`src/sv/engine_speed_fault_monitor_unit_defines.svh`:
```
// Assertion macros shared by the engine speed fault monitor RTL.
`ifndef ENGINE_SPEED_FAULT_MONITOR_UNIT_DEFINES_SVH
`define ENGINE_SPEED_FAULT_MONITOR_UNIT_DEFINES_SVH

// Clocked property, disabled while reset is asserted.
`define ESFM_ASSERT(name, clk, rst_n, prop) \
  name: assert property (@(posedge clk) disable iff (!rst_n) prop) \
    else $error("esfm assertion failed");

// Same, with a caller-supplied message.
`define ESFM_ASSERT_MSG(name, clk, rst_n, prop, msg) \
  name: assert property (@(posedge clk) disable iff (!rst_n) prop) \
    else $error(msg);

`endif

```
`src/sv/esfm_pkg.sv`:
```
// Package: widths, codes and reset values of the engine speed fault monitor.
`default_nettype none

package esfm_pkg;

  localparam int unsigned FAULT_DEPTH_DEF = 20;

  localparam int unsigned CMD_W     = 2;
  localparam int unsigned FREQ_W    = 16;
  localparam int unsigned TIME_W    = 32;
  localparam int unsigned LAMP_W    = 2;
  localparam int unsigned CODE_W    = 8;
  localparam int unsigned CNT_OUT_W = 5;
  localparam int unsigned LIMIT_W   = 16;
  localparam int unsigned CFG_IDX_W = 2;

  typedef enum logic [CMD_W-1:0] {
    CMD_EVAL  = 2'd0,
    CMD_ACK   = 2'd1,
    CMD_RAISE = 2'd2
  } cmd_e;

  typedef enum logic [CFG_IDX_W-1:0] {
    REG_OVERSPEED_LIMIT  = 2'd0,
    REG_UNDERSPEED_LIMIT = 2'd1,
    REG_UNDERSPEED_HOLD  = 2'd2
  } cfg_reg_e;

  localparam logic [LIMIT_W-1:0] OVERSPEED_LIMIT_RST  = 16'd2500;
  localparam logic [LIMIT_W-1:0] UNDERSPEED_LIMIT_RST = 16'd500;
  localparam logic [LIMIT_W-1:0] UNDERSPEED_HOLD_RST  = 16'd1000;

  localparam logic [LAMP_W-1:0] LAMP_NONE     = 2'd0;
  localparam logic [LAMP_W-1:0] LAMP_SHUTDOWN = 2'd3;

  localparam logic [CODE_W-1:0] CODE_NONE       = 8'd0;
  localparam logic [CODE_W-1:0] CODE_OVERSPEED  = 8'd1;
  localparam logic [CODE_W-1:0] CODE_UNDERSPEED = 8'd2;

endpackage

`default_nettype wire

```
`src/sv/esfm_ifs.sv`:
```
// Interfaces: command input, status output and configuration write channels.
`default_nettype none

interface esfm_in_if;
  logic                           valid;
  logic                           ready;
  logic [esfm_pkg::CMD_W-1:0]     cmd;
  logic [esfm_pkg::FREQ_W-1:0]    speed_frequency;
  logic                           engine_running;
  logic [esfm_pkg::TIME_W-1:0]    now_ms;
  logic [esfm_pkg::LAMP_W-1:0]    raise_lamp;
  logic [esfm_pkg::CODE_W-1:0]    raise_code;

  modport source (
    output valid, cmd, speed_frequency, engine_running, now_ms, raise_lamp, raise_code,
    input  ready
  );
  modport sink (
    input  valid, cmd, speed_frequency, engine_running, now_ms, raise_lamp, raise_code,
    output ready
  );
endinterface

interface esfm_out_if;
  logic                              valid;
  logic                              ready;
  logic                              stop_request;
  logic                              overspeed_raised;
  logic                              underspeed_raised;
  logic [esfm_pkg::CNT_OUT_W-1:0]    stored_faults;
  logic [esfm_pkg::LAMP_W-1:0]       head_lamp;
  logic [esfm_pkg::CODE_W-1:0]       head_code;

  modport source (
    output valid, stop_request, overspeed_raised, underspeed_raised,
           stored_faults, head_lamp, head_code,
    input  ready
  );
  modport sink (
    input  valid, stop_request, overspeed_raised, underspeed_raised,
           stored_faults, head_lamp, head_code,
    output ready
  );
endinterface

interface esfm_cfg_if;
  logic                            valid;
  logic                            ready;
  logic [esfm_pkg::CFG_IDX_W-1:0]  index;
  logic [esfm_pkg::LIMIT_W-1:0]    data;

  modport source (output valid, index, data, input ready);
  modport sink   (input valid, index, data, output ready);
endinterface

`default_nettype wire

```
`src/sv/engine_speed_fault_monitor_unit.sv`:
```
// Engine speed fault monitor: one input register, one pass of logic, one result register.
//
// Each command item (evaluate, acknowledge, raise) returns exactly one status item. The block
// takes one item per clock while each status is taken on the output. The item is captured in
// the input register; the fault list and underspeed timer are then updated as the status is
// loaded into the result register. The fault list is a shift line of FAULT_DEPTH slots held
// in flops, so an acknowledge shifts the whole list in one update. A status not taken on the
// output stalls the result register, and the input register then holds one more item before
// the input stops. Configuration writes are always taken and apply to items evaluated
// afterwards.
`default_nettype none

module engine_speed_fault_monitor_unit #(
  parameter int unsigned FAULT_DEPTH = esfm_pkg::FAULT_DEPTH_DEF
) (
  input  logic       clk_i,
  input  logic       rst_ni,
  esfm_in_if.sink    in_i,
  esfm_out_if.source out_o,
  esfm_cfg_if.sink   cfg_i
);
  import esfm_pkg::*;

  `include "engine_speed_fault_monitor_unit_defines.svh"

  localparam int unsigned CNT_W = $clog2(FAULT_DEPTH + 1);
  localparam logic [CNT_W-1:0] DEPTH_C = CNT_W'(FAULT_DEPTH);

  // Configuration registers
  logic [LIMIT_W-1:0] ovr_lim_q, und_lim_q, hold_q;

  // Input register
  logic               in_vld_q;
  logic [CMD_W-1:0]   cmd_q;
  logic [FREQ_W-1:0]  freq_q;
  logic               run_q;
  logic [TIME_W-1:0]  now_q;
  logic [LAMP_W-1:0]  lamp_in_q;
  logic [CODE_W-1:0]  code_in_q;

  // Fault list and timer state
  logic [LAMP_W-1:0]  lamp_arr_q [FAULT_DEPTH];
  logic [CODE_W-1:0]  code_arr_q [FAULT_DEPTH];
  logic [LAMP_W-1:0]  lamp_arr_d [FAULT_DEPTH];
  logic [CODE_W-1:0]  code_arr_d [FAULT_DEPTH];
  logic [CNT_W-1:0]   cnt_q, cnt_d;
  logic [TIME_W-1:0]  start_q, start_d;
  logic               armed_q, armed_d;

  // Result register
  logic                 out_vld_q;
  logic                 res_stop_q, res_stop_d;
  logic                 res_over_q, res_over_d;
  logic                 res_under_q, res_under_d;
  logic [CNT_OUT_W-1:0] res_cnt_q;
  logic [LAMP_W-1:0]    res_lamp_q;
  logic [CODE_W-1:0]    res_code_q;

  logic               advance;
  logic               in_xfer;
  logic               over_hit;
  logic               under_cond;
  logic               under_trip;
  logic [TIME_W-1:0]  elapsed;

  assign advance    = in_vld_q && (!out_vld_q || out_o.ready);
  assign in_i.ready = !in_vld_q || advance;
  assign in_xfer    = in_i.valid && in_i.ready;
  assign cfg_i.ready = 1'b1;

  assign over_hit   = run_q && (freq_q > ovr_lim_q);
  assign under_cond = run_q && (freq_q < und_lim_q);
  assign elapsed    = now_q - start_q;
  assign under_trip = under_cond && armed_q
                      && (elapsed > {{(TIME_W - LIMIT_W){1'b0}}, hold_q});

  always_ff @(posedge clk_i or negedge rst_ni) begin
    if (!rst_ni) begin
      ovr_lim_q <= OVERSPEED_LIMIT_RST;
      und_lim_q <= UNDERSPEED_LIMIT_RST;
      hold_q    <= UNDERSPEED_HOLD_RST;
    end else if (cfg_i.valid) begin
      case (cfg_reg_e'(cfg_i.index))
        REG_OVERSPEED_LIMIT:  ovr_lim_q <= cfg_i.data;
        REG_UNDERSPEED_LIMIT: und_lim_q <= cfg_i.data;
        REG_UNDERSPEED_HOLD:  hold_q    <= cfg_i.data;
        default: ;
      endcase
    end
  end

  always_comb begin
    logic [CNT_W-1:0] cnt_v;
    lamp_arr_d  = lamp_arr_q;
    code_arr_d  = code_arr_q;
    start_d     = start_q;
    armed_d     = armed_q;
    res_stop_d  = 1'b0;
    res_over_d  = 1'b0;
    res_under_d = 1'b0;
    cnt_v       = cnt_q;
    case (cmd_e'(cmd_q))
      CMD_EVAL: begin
        if (over_hit) begin
          res_stop_d = 1'b1;
          res_over_d = 1'b1;
          if (cnt_v < DEPTH_C) begin
            for (int j = 0; j < FAULT_DEPTH; j++) begin
              if (CNT_W'(j) == cnt_v) begin
                lamp_arr_d[j] = LAMP_SHUTDOWN;
                code_arr_d[j] = CODE_OVERSPEED;
              end
            end
            cnt_v = cnt_v + 1'b1;
          end
        end
        if (under_cond) begin
          if (!armed_q) begin
            start_d = now_q;
            armed_d = 1'b1;
          end else if (under_trip) begin
            res_stop_d  = 1'b1;
            res_under_d = 1'b1;
            start_d     = '0;
            if (cnt_v < DEPTH_C) begin
              for (int j = 0; j < FAULT_DEPTH; j++) begin
                if (CNT_W'(j) == cnt_v) begin
                  lamp_arr_d[j] = LAMP_SHUTDOWN;
                  code_arr_d[j] = CODE_UNDERSPEED;
                end
              end
              cnt_v = cnt_v + 1'b1;
            end
          end
        end else begin
          armed_d = 1'b0;
        end
      end
      CMD_ACK: begin
        // shift down behind the head; the old last slot keeps stale contents unless the list empties
        if (cnt_q != '0) begin
          for (int j = 0; j < FAULT_DEPTH - 1; j++) begin
            if (CNT_W'(j + 1) < cnt_q) begin
              lamp_arr_d[j] = lamp_arr_q[j + 1];
              code_arr_d[j] = code_arr_q[j + 1];
            end
          end
          cnt_v = cnt_q - 1'b1;
        end
        if (cnt_v == '0) begin
          lamp_arr_d[0] = LAMP_NONE;
          code_arr_d[0] = CODE_NONE;
        end
      end
      CMD_RAISE: begin
        if (cnt_q < DEPTH_C) begin
          for (int j = 0; j < FAULT_DEPTH; j++) begin
            if (CNT_W'(j) == cnt_q) begin
              lamp_arr_d[j] = lamp_in_q;
              code_arr_d[j] = code_in_q;
            end
          end
          // an empty fault fills the slot but does not count
          if ((lamp_in_q != LAMP_NONE) || (code_in_q != CODE_NONE)) begin
            cnt_v = cnt_q + 1'b1;
          end
        end
      end
      default: ;
    endcase
    cnt_d = cnt_v;
  end

  always_ff @(posedge clk_i or negedge rst_ni) begin
    if (!rst_ni) begin
      in_vld_q  <= 1'b0;
      out_vld_q <= 1'b0;
      cnt_q     <= '0;
      start_q   <= '0;
      armed_q   <= 1'b0;
      for (int j = 0; j < FAULT_DEPTH; j++) begin
        lamp_arr_q[j] <= '0;
        code_arr_q[j] <= '0;
      end
    end else begin
      if (in_xfer) begin
        in_vld_q <= 1'b1;
      end else if (advance) begin
        in_vld_q <= 1'b0;
      end
      if (advance) begin
        out_vld_q  <= 1'b1;
        cnt_q      <= cnt_d;
        start_q    <= start_d;
        armed_q    <= armed_d;
        lamp_arr_q <= lamp_arr_d;
        code_arr_q <= code_arr_d;
      end else if (out_o.ready) begin
        out_vld_q <= 1'b0;
      end
    end
  end

  // Payload registers: input capture on transfer, result capture on advance, hold otherwise
  always_ff @(posedge clk_i) begin
    if (in_xfer) begin
      cmd_q     <= in_i.cmd;
      freq_q    <= in_i.speed_frequency;
      run_q     <= in_i.engine_running;
      now_q     <= in_i.now_ms;
      lamp_in_q <= in_i.raise_lamp;
      code_in_q <= in_i.raise_code;
    end
    if (advance) begin
      res_stop_q  <= res_stop_d;
      res_over_q  <= res_over_d;
      res_under_q <= res_under_d;
      res_cnt_q   <= CNT_OUT_W'(cnt_d);
      res_lamp_q  <= lamp_arr_d[0];
      res_code_q  <= code_arr_d[0];
    end
  end

  assign out_o.valid             = out_vld_q;
  assign out_o.stop_request      = res_stop_q;
  assign out_o.overspeed_raised  = res_over_q;
  assign out_o.underspeed_raised = res_under_q;
  assign out_o.stored_faults     = res_cnt_q;
  assign out_o.head_lamp         = res_lamp_q;
  assign out_o.head_code         = res_code_q;

  `ESFM_ASSERT(a_cnt_bound, clk_i, rst_ni, cnt_q <= DEPTH_C)
  `ESFM_ASSERT(a_over_implies_stop, clk_i, rst_ni, (out_vld_q && res_over_q) |-> res_stop_q)
  `ESFM_ASSERT_MSG(a_trip_clears_start, clk_i, rst_ni,
    (advance && (cmd_q == CMD_EVAL) && under_trip) |=> (start_q == '0),
    "underspeed trip did not clear start time")
  `ESFM_ASSERT_MSG(a_idle_holds_count, clk_i, rst_ni, !advance |=> $stable(cnt_q),
    "fault count changed without an item")

endmodule

`default_nettype wire
```
`src/flat_wrapper.sv`:
```
// flat-port wrapper written by rule: the top's interface ports become plain ports
module engine_speed_fault_monitor_unit_flat import esfm_pkg::*;
#(
  parameter int unsigned FAULT_DEPTH = esfm_pkg::FAULT_DEPTH_DEF
)
  (clk_i, rst_ni, in_i_valid, in_i_cmd, in_i_speed_frequency, in_i_engine_running, in_i_now_ms, in_i_raise_lamp, in_i_raise_code, in_i_ready, out_o_valid, out_o_stop_request, out_o_overspeed_raised, out_o_underspeed_raised, out_o_stored_faults, out_o_head_lamp, out_o_head_code, out_o_ready, cfg_i_valid, cfg_i_index, cfg_i_data, cfg_i_ready);
  esfm_in_if in_i_i ();
  esfm_out_if out_o_i ();
  esfm_cfg_if cfg_i_i ();
  input  logic clk_i;
  input  logic rst_ni;
  input wire logic [$bits(in_i_i.valid)-1:0] in_i_valid;
  input wire logic [$bits(in_i_i.cmd)-1:0] in_i_cmd;
  input wire logic [$bits(in_i_i.speed_frequency)-1:0] in_i_speed_frequency;
  input wire logic [$bits(in_i_i.engine_running)-1:0] in_i_engine_running;
  input wire logic [$bits(in_i_i.now_ms)-1:0] in_i_now_ms;
  input wire logic [$bits(in_i_i.raise_lamp)-1:0] in_i_raise_lamp;
  input wire logic [$bits(in_i_i.raise_code)-1:0] in_i_raise_code;
  output wire logic [$bits(in_i_i.ready)-1:0] in_i_ready;
  output wire logic [$bits(out_o_i.valid)-1:0] out_o_valid;
  output wire logic [$bits(out_o_i.stop_request)-1:0] out_o_stop_request;
  output wire logic [$bits(out_o_i.overspeed_raised)-1:0] out_o_overspeed_raised;
  output wire logic [$bits(out_o_i.underspeed_raised)-1:0] out_o_underspeed_raised;
  output wire logic [$bits(out_o_i.stored_faults)-1:0] out_o_stored_faults;
  output wire logic [$bits(out_o_i.head_lamp)-1:0] out_o_head_lamp;
  output wire logic [$bits(out_o_i.head_code)-1:0] out_o_head_code;
  input wire logic [$bits(out_o_i.ready)-1:0] out_o_ready;
  input wire logic [$bits(cfg_i_i.valid)-1:0] cfg_i_valid;
  input wire logic [$bits(cfg_i_i.index)-1:0] cfg_i_index;
  input wire logic [$bits(cfg_i_i.data)-1:0] cfg_i_data;
  output wire logic [$bits(cfg_i_i.ready)-1:0] cfg_i_ready;
  assign in_i_i.valid = in_i_valid;
  assign in_i_i.cmd = in_i_cmd;
  assign in_i_i.speed_frequency = in_i_speed_frequency;
  assign in_i_i.engine_running = in_i_engine_running;
  assign in_i_i.now_ms = in_i_now_ms;
  assign in_i_i.raise_lamp = in_i_raise_lamp;
  assign in_i_i.raise_code = in_i_raise_code;
  assign in_i_ready = in_i_i.ready;
  assign out_o_valid = out_o_i.valid;
  assign out_o_stop_request = out_o_i.stop_request;
  assign out_o_overspeed_raised = out_o_i.overspeed_raised;
  assign out_o_underspeed_raised = out_o_i.underspeed_raised;
  assign out_o_stored_faults = out_o_i.stored_faults;
  assign out_o_head_lamp = out_o_i.head_lamp;
  assign out_o_head_code = out_o_i.head_code;
  assign out_o_i.ready = out_o_ready;
  assign cfg_i_i.valid = cfg_i_valid;
  assign cfg_i_i.index = cfg_i_index;
  assign cfg_i_i.data = cfg_i_data;
  assign cfg_i_ready = cfg_i_i.ready;
  engine_speed_fault_monitor_unit #(.FAULT_DEPTH(FAULT_DEPTH)) u_core (.clk_i(clk_i), .rst_ni(rst_ni), .in_i(in_i_i), .out_o(out_o_i), .cfg_i(cfg_i_i));
endmodule
```
`config.mk`:
```
export PLATFORM = sky130hd
export DESIGN_NAME = engine_speed_fault_monitor_unit_flat
export DESIGN_NICKNAME = d
export VERILOG_FILES = /design/src/sv/esfm_pkg.sv /design/src/sv/esfm_ifs.sv /design/src/sv/engine_speed_fault_monitor_unit.sv /design/src/flat_wrapper.sv
export VERILOG_INCLUDE_DIRS = /design/src /design/src/sv
export SDC_FILE = /design/constraint.sdc
export NUM_CORES = 1
export LEC_CHECK = 0
export ABC_AREA = 0
export BUFFER_PORTS_ARGS = -buffer_cell sky130_fd_sc_hd__buf_4
export CAP_MARGIN = 30
export CORE_AREA = 2 2 200 202
export DETAILED_ROUTE_END_ITERATION = 8
export DIE_AREA = 0 0 202 204
export MAX_ROUTING_LAYER = met4
export PLACE_DENSITY = 0.71
export SETUP_SLACK_MARGIN = 0.1
export SYNTH_ARGS = -nofsm -noshare
export SYNTH_HDL_FRONTEND = slang
export SYNTH_SLANG_ARGS = --single-unit
```
`constraint.sdc`:
```
create_clock -name clk_i -period 8 [get_ports clk_i]
set_clock_uncertainty 0.15 [all_clocks]
set_input_delay 0.8 -clock clk_i [delete_from_list [all_inputs] [get_ports clk_i]]
set_output_delay 0.8 -clock clk_i [all_outputs]
set_load 0.03 [all_outputs]
```
# == After elaboration in Yosys (flattened, before gate mapping) ==
# Cells that the tools add are included.
# classes
add_sub_neg,4
magnitude_cmp,24
mux,204
eq_ne,82
reduce_logical,48
# op_table
cell,n
$mux 160,7
$mux 8,80
$pmux 152 s3,1
$mux 40,7
$mux 2,80
$mux 152,1
$pmux 38 s3,1
$reduce_and 6->1,18
$eq 4x5->1 const A,16
$ne 2x1->1 const B,39
$mux 32,2
$mux 5,11
$eq 3x5->1 const A,8
$eq 5x5->1 const A,8
$lt 4x5->1 const A,8
$mux 38,1
$gt 32x16->1,1
$sub 32x32->32,1
$eq 2x5->1 const A,4
$lt 3x5->1 const A,4
$lt 5x5->1 const A,4
$gt 16x16->1,1
$lt 16x16->1,1
$pmux 8 s2,1
24 further kinds,57
# totals
out_inout_bits,21
word_cells,422
reg_bits,367
in_bits,84

# == Depth between registers and ports, before layout ==
# Gate-level depths: netlist of the first run.
# depth
ltp_word,11
ltp_mapped,24
ltp_nobuf,22

# == Least setup slack after synthesis of the first run ==
# Ideal clock, no wire load.
# synth_timing
path_kind,reg-to-reg
from,register u_core.now_q[4]
to,"register u_core.res_lamp_q[0], in the netlist u_core.out_o.head_lamp[0] (data pin)"
path_slack_ps,3156
arrival_time_ps,4430
period_less_slack_ps,4844
stages_incl_launch_ff,22
setup_time_ps,264
n_path_buf,1
required_ps,7586
cell_sequence,edfxtp_1 > ha_1 > a21o_1 > a31o_1 > o21a_1 > or2_1 > inv_1 > o21ai_0 > a31oi_1 > xnor2_1 > ha_1 > nand4_1 > nor3_1 > a2111o_1 > a32oi_1 > nand4_1 > nor4_2 > a31oi_2 > buf_6 > a31o_2 > nor3_1 > nor3_1
# synth_rtl
element,line,text
from (decl),engine_speed_fault_monitor_unit.sv:37,logic [TIME_W-1:0] now_q;
from (signal assigned),engine_speed_fault_monitor_unit.sv:210,now_q <= in_i.now_ms;
to (signal assigned),engine_speed_fault_monitor_unit.sv:219,res_lamp_q <= lamp_arr_d[0];
to (decl),engine_speed_fault_monitor_unit.sv:56,logic [LAMP_W-1:0] res_lamp_q;

# == Worst setup path in the final report of the first run ==
# layout_timing
from,register u_core.now_q[10]
to,register u_core.code_arr_q[115] in the netlist's numbering
# layout_via
elab_chain_cells,7
# layout_lines
element,line,text
$sub 32x32->32,engine_speed_fault_monitor_unit.sv:73,assign elapsed = now_q - start_q;
$gt 32x16->1,engine_speed_fault_monitor_unit.sv:75,"&& (elapsed > {{(TIME_W - LIMIT_W){1'b0}}, hold_q});"
$logic_and 1x1->1,engine_speed_fault_monitor_unit.sv:75,
$mux 160,engine_speed_fault_monitor_unit.sv:121,end else if (under_trip) begin
$mux 160,engine_speed_fault_monitor_unit.sv:118,if (!armed_q) begin
$mux 160,engine_speed_fault_monitor_unit.sv:117,if (under_cond) begin
$pmux 152 s3,engine_speed_fault_monitor_unit.sv:102,case (cmd_e'(cmd_q))
to (signal assigned),engine_speed_fault_monitor_unit.sv:197,code_arr_q <= code_arr_d;
to (decl),engine_speed_fault_monitor_unit.sv:43,logic [CODE_W-1:0] code_arr_q [FAULT_DEPTH];
# No other way between the ends.
# A chain may end at the register's enable or synchronous reset.

==> results.md, run 1 <==
- TritonCTS built the clock tree.
- The kind of critical path is reg -> reg.
- STA puts the critical path data required time at 8.34 ns.
- Setup violations remaining at the end of the flow were counted as 0.
- The share of the clock period used by the worst path after layout is 0.725.
- STA classifies the critical path endpoint as a register.
- The number of nets with antenna violations after routing is 0.
- The worst-path cell with the longest stage delay is nor4_2.
- For this run, global-route usage on met3 was measured as 0.0466.
- The initialized floorplan defines 73 standard-cell rows.
- Of all flip-flops after synthesis, the portion carrying an async set or reset was 0.785.
- STA classifies the critical path startpoint as a register.
- The type of the tightest min-delay check is in -> async.
- The static leakage is ~9.5 nW.
- Entering global routing, the biggest net connects 192 pins.
- The detailed placer's ending HPWL is 42.4 mm.
- The dominant delay contributor by cell family on the critical path is compound AO/OA/AOI/OAI gates.
- The total core area is 39200 um2.
- The maximum root-to-sink buffer count is 3.
- Once placement finished, the instance area stood at 22000 um2.
- In the routed design, unresolved DRC markers number 0.
- The congestion estimate from routability-driven global placement came to around 0.96.
- The setup TNS after final layout is 0 ns.
- After clock tree synthesis, the setup repair step added 0 buffers.
- The hold buffer count at cts is 0.
- The met2 usage is 0.494.
- By area the synthesized netlist is led by dfrtp_1, edfxtp_1, a21oi_1, ha_1, o2bb2ai_1.
- The horizontal die dimension is 202 um.
- A synthesized cell averages 9.41 um2.
- The worst register-to-register path ends at u_core.code_arr_q[115].
- The top cell type's share of synthesized area is 0.324.
- The floorplan step defined a die boundary enclosing 41200 um2.
- The number of global-route vias before repair is 18100.
- The root buffer cell is clkbuf_16.
- Prior to clock tree synthesis, the placed netlist has a worst setup slack of 2.39 ns.
- The worst setup slack for register-to-register paths is ~2.2 ns.
- The buffering stage count on the worst path with inverters included is 2.
- The fraction of layout cells with a size suffix above 1 is 0.131.
- TritonCTS created 41 clock buffers.
- For this run, the leading register cell type out of synthesis is dfrtp_1.
- The first global-routing pass estimated 99.0 mm of wire.
- For this run, global-route usage on met1 was measured as 0.395.
- The number of resized instances in the post-cts repair step is 0.
- The final-report hold violation count is 0.
- Of the synthesized area, sequential elements account for 0.459.
- The number of synthesized flops with an enable pin is 79.
- The final design instance area without fill is 23400 um2.
- The clock sink count is 367.
- Measured against its own limit, the worst slew margin works out to 0.232.
- The global routing usage summed across all routing layers is 0.310.
- The number of antenna violations at the first check in global routing came to 0.
- The total count of max-transition violations in the final report is 0.
- The clock-pin slew on the worst setup and hold paths is approximately 0.06 ns.
- Synthesis inferred around 370 register bits.
- The sum of overflow across all layers after global routing is 0.
- The highest-utilization routing layer at the global route stage is met2.
- The number of library cell types mapped by synthesis is 96.
- The number of cells traversed by the worst register-to-register path is 21.
- Dividing total power by cell area gives a power density of 303 nW/um2.
- In this run the cell area of the synthesized design comes to 20900 um2.
- The synthesized netlist cell count is 2221.
- The peak per-stage delay on the critical path is 0.66 ns.
- The worst setup path endpoint is u_core.code_arr_q[115].
- For this run, the number of Yosys warnings is 0.
- Based on the critical path, the design can be clocked at up to 0.172 GHz.
- The I/O pin count is around 110.
- Of all cell types, the one taking the most synthesized area is dfrtp_1.
- The final route contains 18400 vias.
- Of all nets on the critical path, the largest fanout is 31.
- The worst slack on hold paths is approximately 0.049 ns.
- The starting density of the core is 0.534.
- The routed design could run at a clock period as short as 5.80 ns.
- The layout overhead on the synthesized area is 12.1%.
- At the later pin of the worst-skew pair, clock insertion delay measures slightly below 0.6 ns.
- The origin of the critical flop-to-flop path is u_core.now_q[10].
- The count of buffers added on input and output ports is roughly 100.
- The run finished with clean final reports.
- For this block, the routed nets add up to 61.7 mm of wire.
- Across the run, the number of max-cap violations was 0.
- In this run, the number of DRC markers left after iteration 0 of detailed routing was 1981.
- When the netlist entered floorplanning its net count stood at 2394.
- The maximum ir drop on the vdd rail is between 0.2 and 0.25 mV.
- In this run the worst setup path begins at u_core.now_q[10].
- For the pin with the worst max-slew slack, the measured transition is 1.15 ns.
- The die outline height is approximately 200 um.
- Counting buffers and inverters, the worst setup path is 21 cells deep.
- The maximum level of the CTS H-tree is 2.
- The total number of nets in the final design is 2425.
- The via count normalized by instance count is 6.54.
- Traced cell by cell, the critical path runs through ha_1, nand2_1, o32ai_1, nand2b_1, or2_1, inv_1, o21ai_0, a31oi_1, xnor2_1, ha_1, nand4_1, nor3_1, a2111o_1, a32oi_1, nand4_1, nor4_2, a31oi_2, buf_4, a41oi_1, a21o_1, o2bb2ai_1.
- Setup repair after global routing left no endpoint under its margin.
- Measured on the finished design, the core utilization comes to 0.598.
- After layout, the worst setup slack is 2.20 ns.
- For the worst setup path, the data arrival time is 6.14 ns.
- The detail-routed net length per standard cell is 21.9 um.
- The count of TritonRoute iterations in the first routing pass is 6.
[where the power goes]
part           internal [mW]  switching [mW]
clock network           1.13           0.790
registers               2.31           0.262
logic                  0.970            1.63
total                   4.41            2.68
[metrics by stage]
stage,cells,power [mW]
after floorplan,2221,4.37
after global placement,2732,5.05
after detailed placement,2734,5.12
after CTS,2810,7.06
after global routing,2810,7.49
final,2811,7.09
[cell families after synthesis]
| logic type | count (synthesis) | synth area share |
|---|---|---|
| compound gates | 883 | 0.279 |
| xor+xnor | 23 | 0.00963 |
| flops | 367 | 0.459 |
| other cells | 1 | 0.000179 |
| mux | 48 | 0.0252 |
| buf+inv | 260 | 0.0489 |
| fa+ha+maj | 89 | 0.0536 |
| simple gates | 550 | 0.125 |
[Yosys cell counts (5+ instances only)]
library cell,n
or2_2,5
buf_2,15
o2bb2ai_1,103
a41oi_1,8
mux2i_1,11
a221o_1,8
o21a_1,35
inv_1,112
o21ai_1,8
a221oi_1,11
nor3_1,27
mux2_2,37
nand3_1,57
or3_1,7
dfrtp_1,271
edfxtp_1,79
clkbuf_1,116
nand2_1,177
buf_1,9
ha_1,88
and2_1,18
a22o_1,35
xor2_1,10
nor2_1,140
a211oi_1,20
a31o_2,11
a211o_1,8
a21oi_1,301
nor3b_1,11
dfstp_2,17
o22ai_1,9
o21ai_0,154
nor2b_1,11
nand4_1,36
o211ai_1,11
xnor2_1,13
and3_1,16
a31oi_1,57
nand2b_1,16
a21o_1,33
a2bb2oi_1,5
[cell usage in the layout, fill, tap and decap left out, drive strengths merged, types with 10 or more instances in the layout]
cell type,count
mux2i,11
nand2b,16
nor3b,11
a31oi,61
ha,88
a21oi,303
nand4,36
nand3,57
clkinv,16
inv,116
dfrtp,271
xnor2,13
a211oi,21
o211ai,11
o2bb2ai,103
and3,16
nor2,141
and2,22
o21ai,163
edfxtp,79
buf,133
clkbuf,55
xor2,10
nor3,29
a22o,35
a31o,13
mux2,37
a221oi,13
dfstp,17
nand2,178
nor2b,11
a21o,34
o21a,35
[flip-flops by register name, summed over array words and instances, names as in the netlist]
signal / count
u_core.cmd_q: 2
u_core.freq_q: 16
u_core.out_o.stored_faults: 5
u_core.code_arr_q: 160
u_core.armed_q: 1
u_core.out_o.underspeed_raised: 1
u_core.cnt_q: 5
u_core.out_o.head_lamp: 2
u_core.hold_q: 16
u_core.lamp_in_q: 2
u_core.in_vld_q: 1
u_core.out_o.head_code: 8
u_core.run_q: 1
u_core.und_lim_q: 16
u_core.now_q: 32
u_core.start_q: 32
u_core.code_in_q: 8
u_core.ovr_lim_q: 16
u_core.lamp_arr_q: 40
u_core.out_o.valid: 1
u_core.out_o.overspeed_raised: 1
u_core.out_o.stop_request: 1
[routing by layer]
| metal | vias to the layer above | wire [um] |
|---|---|---|
| li1 | 8322 | - |
| met1 | 8987 | 25300 |
| met2 | 875 | 28900 |
| met3 | 189 | 4720 |
| met4 | 0 | 2680 |
| met5 | - | 0 |
[worst min-delay path by stage]
stage                     slack, ns  cells after the start                      to              startpoint
after floorplan                0.31                      1  u_core.code_arr_q[146]  u_core.code_arr_q[146]
after global placement         0.32                      1      u_core.out_o.valid         u_core.in_vld_q
after detailed placement       0.32                      1  u_core.code_arr_q[116]  u_core.code_arr_q[116]
after CTS                      0.12                      1   u_core.lamp_arr_q[16]                  rst_ni
after global routing           0.14                      1   u_core.lamp_arr_q[17]                  rst_ni
final                          0.05                      1   u_core.code_arr_q[65]                  rst_ni
[cell type report]
type	instances	area [um2]
diodes	1	2.50
clock buffers	55	1170
clock inverters	21	206
fillers	3341	15800
inverters	115	432
multi-input cells	1594	10300
flip-flops and latches	367	9600
well taps	525	657
repair buffers	133	1050
No activity file was read; power rests on OpenSTA's default activity.
==> run 2, diff against run 1 <==
ABC_AREA = 1   (was 0)
CORE_AREA = 2 2 211 213   (was 2 2 200 202)
DIE_AREA = 0 0 213 215   (was 0 0 202 204)
PLACE_DENSITY = 0.73   (was 0.71)
clock period = 4.7 ns   (was 8 ns; I/O delays follow)
==> results.md, run 2 <==
- Outcome: finished clean (unchanged).
- The total power density per cell area came to 562 nW/um2 (was 303 nW/um2).
- The dominant cell by count in the synthesized netlist is nand2_1 (was a21oi_1).
- The static leakage is 13.8 nW (was 9.54 nW).
- The headroom to the max-slew limit was 0.301 (was 0.232).
- The startpoint of the worst hold path is cfg_i_data[1].
- The setup TNS after final layout is 0 ns (unchanged).
- The share of the clock period used by the worst path after layout is 0.913 (was 0.725).
- The pre-CTS worst setup slack is 0.256 ns (was 2.39 ns).
- The async set or reset register ratio after synthesis was 0.785 (unchanged).
- The logic gate share of total power came to 0.438 (was 0.367).
- The proportion of power drawn by the clock network was 0.226 (was 0.271).
- The kind of critical path was reg -> reg (unchanged).
- The maximum ir drop on the vdd rail came to 0.409 mV (was 0.207 mV).
- The startpoint class of the critical path was a register (unchanged).
- The number of antenna repair diodes is 0 (was 1).
- The final setup violation count is 0 (unchanged).
- The last weighted congestion value of the routability-driven placer was 1.04 (was 0.957).
- The type of the tightest min-delay check is in -> reg (was in -> async).
- The global routing usage summed across all routing layers is 0.302 (was 0.310).
- Top flop regs: u_core.code_arr_q (160), u_core.lamp_arr_q (40) (unchanged).
- The critical register-to-register path endpoint is u_core.lamp_arr_q[34] (was u_core.code_arr_q[115]).
- The largest net degree at the start of global routing is 147 (was 192).
- The largest register by flop count is u_core.code_arr_q (unchanged).
- The synthesized flop and latch total is 367 (unchanged).
- The starting density of the core came to 0.532 (was 0.534).
- The switching power is 6.35 mW (was 2.68 mW).
- The type of element capturing the critical path is a register (unchanged).
- The final setup slack of the worst path is 0.407 ns (was 2.20 ns).
- The synthesized netlist cell count is 3222 (was 2221).
- The fraction of layout cells with a size suffix above 1 came to 0.0831 (was 0.131).
- The number of buffers added by the clock tree synthesis step came to 43 (was 41).
- The DRC violation count after routing is 0 (unchanged).
- The overall die area is 45800 um2 (was 41200 um2).
- The number of warnings issued by yosys is 0 (unchanged).
- The root buffer cell is clkbuf_16 (unchanged).
- The maximum root-to-sink buffer count is 3 (unchanged).
- The initial detailed-routing violation count came to 2275 (was 1981).
- The fmax is 0.233 GHz (was 0.172 GHz).
- The switching power share of the total is 0.421 (was 0.378).
- The number of buffers inserted by port buffering is 103 (unchanged).
- The number of library cell types mapped by synthesis is 56 (was 96).
- The sink of the worst hold path is u_core.und_lim_q[1].
- The depth of the worst hold-timing path is 3.
- The number of cells traversed by the worst register-to-register path is 26 (was 21).
- The minimum period implied by the final worst setup slack is 4.29 ns (was 5.80 ns).
- The maximum level of the CTS H-tree is 2 (unchanged).
- The maximum fanout encountered on the critical timing path came to 7 (was 31).
- The overall via count from detail_route is 22000 (was 18400).
- The cell area after synthesis was 23200 um2 (was 20900 um2).
- Commonest cells after routing, fill and taps aside: nand2_1, inv_1, nor2_1 (was a21oi_1, dfrtp_1, nand2_1).
- The worst endpoint data arrival time is 4.59 ns (was 6.14 ns).
- The total count of max-transition violations in the final report is 0 (unchanged).
- The number of placement rows came to 77 (was 73).
- The multi-input gate area in the final layout was 10900 um2 (was 10300 um2).
- The detail-routed net length per standard cell is 16.6 um (was 21.9 um).
- The sum of overflow across all layers after global routing is 0 (unchanged).
- The worst setup slack for register-to-register paths is 0.41 ns (was 2.20 ns).
- Unrepaired setup endpoints after global routing: no (unchanged).
- The number of global-route vias before repair was 21200 (was 18100).
- The count of maximum capacitance violations is 0 (unchanged).
- The die outline height is 215 um (was 204 um).
- The synthesized net count is 3395 (was 2394).
- The clock sink count came to 367 (unchanged).
- The first-pass GRT wire length is 109 mm (was 99.0 mm).
- The via count normalized by instance count is 5.51 (was 6.54).
- The count of TritonRoute iterations in the first routing pass was 6 (unchanged).
- The endpoint required time on the critical path is 5.00 ns (was 8.34 ns).
- The transition time at the pin with the least slew margin was 1.05 ns (was 1.15 ns).
- The leading area contributor after synthesis was dfrtp_1 (unchanged).
- The total area of sequential cells is 9600 um2 (unchanged).
- The number of flip-flops under the largest register name is 160 (unchanged).
- The number of nets with antenna violations after routing is 0 (unchanged).
- The number of synthesized flops with an enable pin came to 79 (unchanged).
- The clock-pin slew on the worst setup and hold paths was 0.06 ns (about the same).
- The top cell type's share of synthesized area is 0.292 (was 0.324).
- The origin of the critical flop-to-flop path is u_core.now_q[8] (was u_core.now_q[10]).
- The total number of nets in the final design is 3542 (was 2425).
- The detailed placer's ending HPWL is 46.5 mm (was 42.4 mm).
- The layout overhead on the synthesized area is 15.6% (was 12.1%).
- The insertion delay to the later sink of the worst-skew pair is 0.60 ns (was 0.58 ns).
- The number of filler cells placed in the layout is 3837 (was 3341).
- The filler-free cell count of the finished design is 3996 (was 2811).
- The horizontal die dimension is 213 um (was 202 um).
- The final routed wirelength across all metal layers came to 66.4 mm (was 61.7 mm).
- The commonest non-fill, non-tap cell in the layout is nand2_1 (was a21oi_1).
- The most frequently used flop master after synthesis is dfrtp_1 (unchanged).
- The total core area is 43600 um2 (was 39200 um2).
- The number of antenna violations at the first check in global routing was 0 (unchanged).
- The CTS tree is built (unchanged).
- The internal power contribution is 8.73 mW (was 4.41 mW).
- The sequential fraction of design power is 0.336 (was 0.362).
- The I/O pin count is 105 (unchanged).
- The mean cell area of the mapped netlist is 7.20 um2 (was 9.41 um2).
- Most area-consuming cells after synthesis: dfrtp_1, nand2_1, edfxtp_1, inv_1, o21ai_0 (was dfrtp_1, edfxtp_1, a21oi_1, ha_1, o2bb2ai_1).
- Top cell types by occurrence after synthesis: nand2_1, inv_1, nor2_1 (was a21oi_1, dfrtp_1, nand2_1).
- The sequential area share after synthesis came to 0.414 (was 0.459).
- The final-report hold violation count was 0 (unchanged).
- The number of cells after detailed placement is 3842 (was 2734).
==> run 2: cell count changes in the layout (fill, tap and decap cells not counted), moves of 52 or more <==
| cell | change |
|---|---|
| inv_1 | +499 |
| nand2_1 | +484 |
| nand3_1 | +209 |
| nor2_1 | +203 |
| a21oi_1 | -186 |
| o21ai_0 | +173 |
| a22oi_1 | +111 |
| o2bb2ai_1 | -103 |
| dlygate4sd3_1 | +66 |
| a31oi_1 | -52 |
==> run 2: how the worst max path moves through the flow <==
stage	start	end	cells after the start
after CTS	u_core.start_q[0]	u_core.lamp_arr_q[29]	29
after floorplan	u_core.start_q[0]	u_core.out_o.stored_faults[0]	30
final	u_core.now_q[8]	u_core.lamp_arr_q[34]	26
after detailed placement	u_core.start_q[0]	u_core.lamp_arr_q[29]	29
after global placement	u_core.start_q[0]	u_core.lamp_arr_q[11]	29
after global routing	u_core.start_q[0]	u_core.out_o.stored_faults[0]	30
==> run 2: worst max-delay path, stage by stage, from the launching register on <==
cell	delay [ns]
edfxtp_1	0.39
ha_1	0.39
nand2_1	0.12
nor2_1	0.27
nand3_1	0.12
nand3_1	0.24
xor2_1	0.19
ha_1	0.25
nand2_1	0.09
nor2_1	0.07
nand2_1	0.09
nor2_1	0.05
nand2_1	0.06
nand2_1	0.04
nor2_1	0.10
nor2_1	0.08
nor2_2	0.15
nand2_1	0.07
nor2_1	0.09
nand2_1	0.09
nor2_4	0.18
nand2_4	0.13
nand2_8	0.16
buf_4	0.16
nor2_1	0.07
o21ai_0	0.21
a21boi_0	0.12
==> run 2: per-layer routing <==
layer	share of wire	global-route usage	vias to the layer above
met2	0.45	0.461	828
met5	0	-	-
li1	-	-	10700
met1	0.45	0.421	10400
met3	0.072	0.0414	125
met4	0.024	0.0869	0
==> run 2: power by group through the flow <==
| stage | combinational [mW] | sequential (mW) | clock [mW] |
|---|---|---|---|
| 2_1_floorplan | 4.73 | 4.99 | 0 |
| 3_3_place_gp | 6.18 | 5.04 | 0 |
| 3_5_place_dp | 6.37 | 5.09 | 0 |
| 4_1_cts | 6.47 | 5.05 | 3.46 |
| 5_1_grt | 7.50 | 5.19 | 3.60 |
| 6_report | 6.61 | 5.06 | 3.41 |
==> run 2: area by class of cell <==
cell class                 instances  area share
multi-input combinational       2117       0.405
clock inverter                    29      0.0115
sequential                       367       0.358
inverter                         625      0.0874
tap                              592      0.0276
timing repair buffer             215      0.0693
clock buffer                      51      0.0416
==> run 2: cell families after synthesis <==
family	share of synthesized area
simple gates	0.245
buf+inv	0.122
compound gates	0.164
flops	0.414
fa+ha+maj	0.0483
xor+xnor	0.00717
other cells	0.000162
==> run 2: through the flow <==
stage / hold WS [ns] / power (mW) / instance area, um2 / utilization
global route: 0.0247 / 16.3 / 26800 / 0.615
floorplan: 0.0244 / 9.71 / 23200 / -
detailed placement: 0.324 / 11.5 / 24600 / 0.564
global placement: 0.317 / 11.2 / 24600 / 0.563
finish: 0.0320 / 15.1 / 26800 / 0.615
CTS: 0.00685 / 15.0 / 26700 / 0.612
==> run 2: timing repair <==
| item | CTS | global route |
|---|---|---|
| hold endpoints to repair | 174 | 0 |
| setup buffers | 0 | 4 |
| endpoints found under the setup margin | 0 | 171 |
| hold buffers | 66 | 0 |
| resized for setup | 0 | 12 |
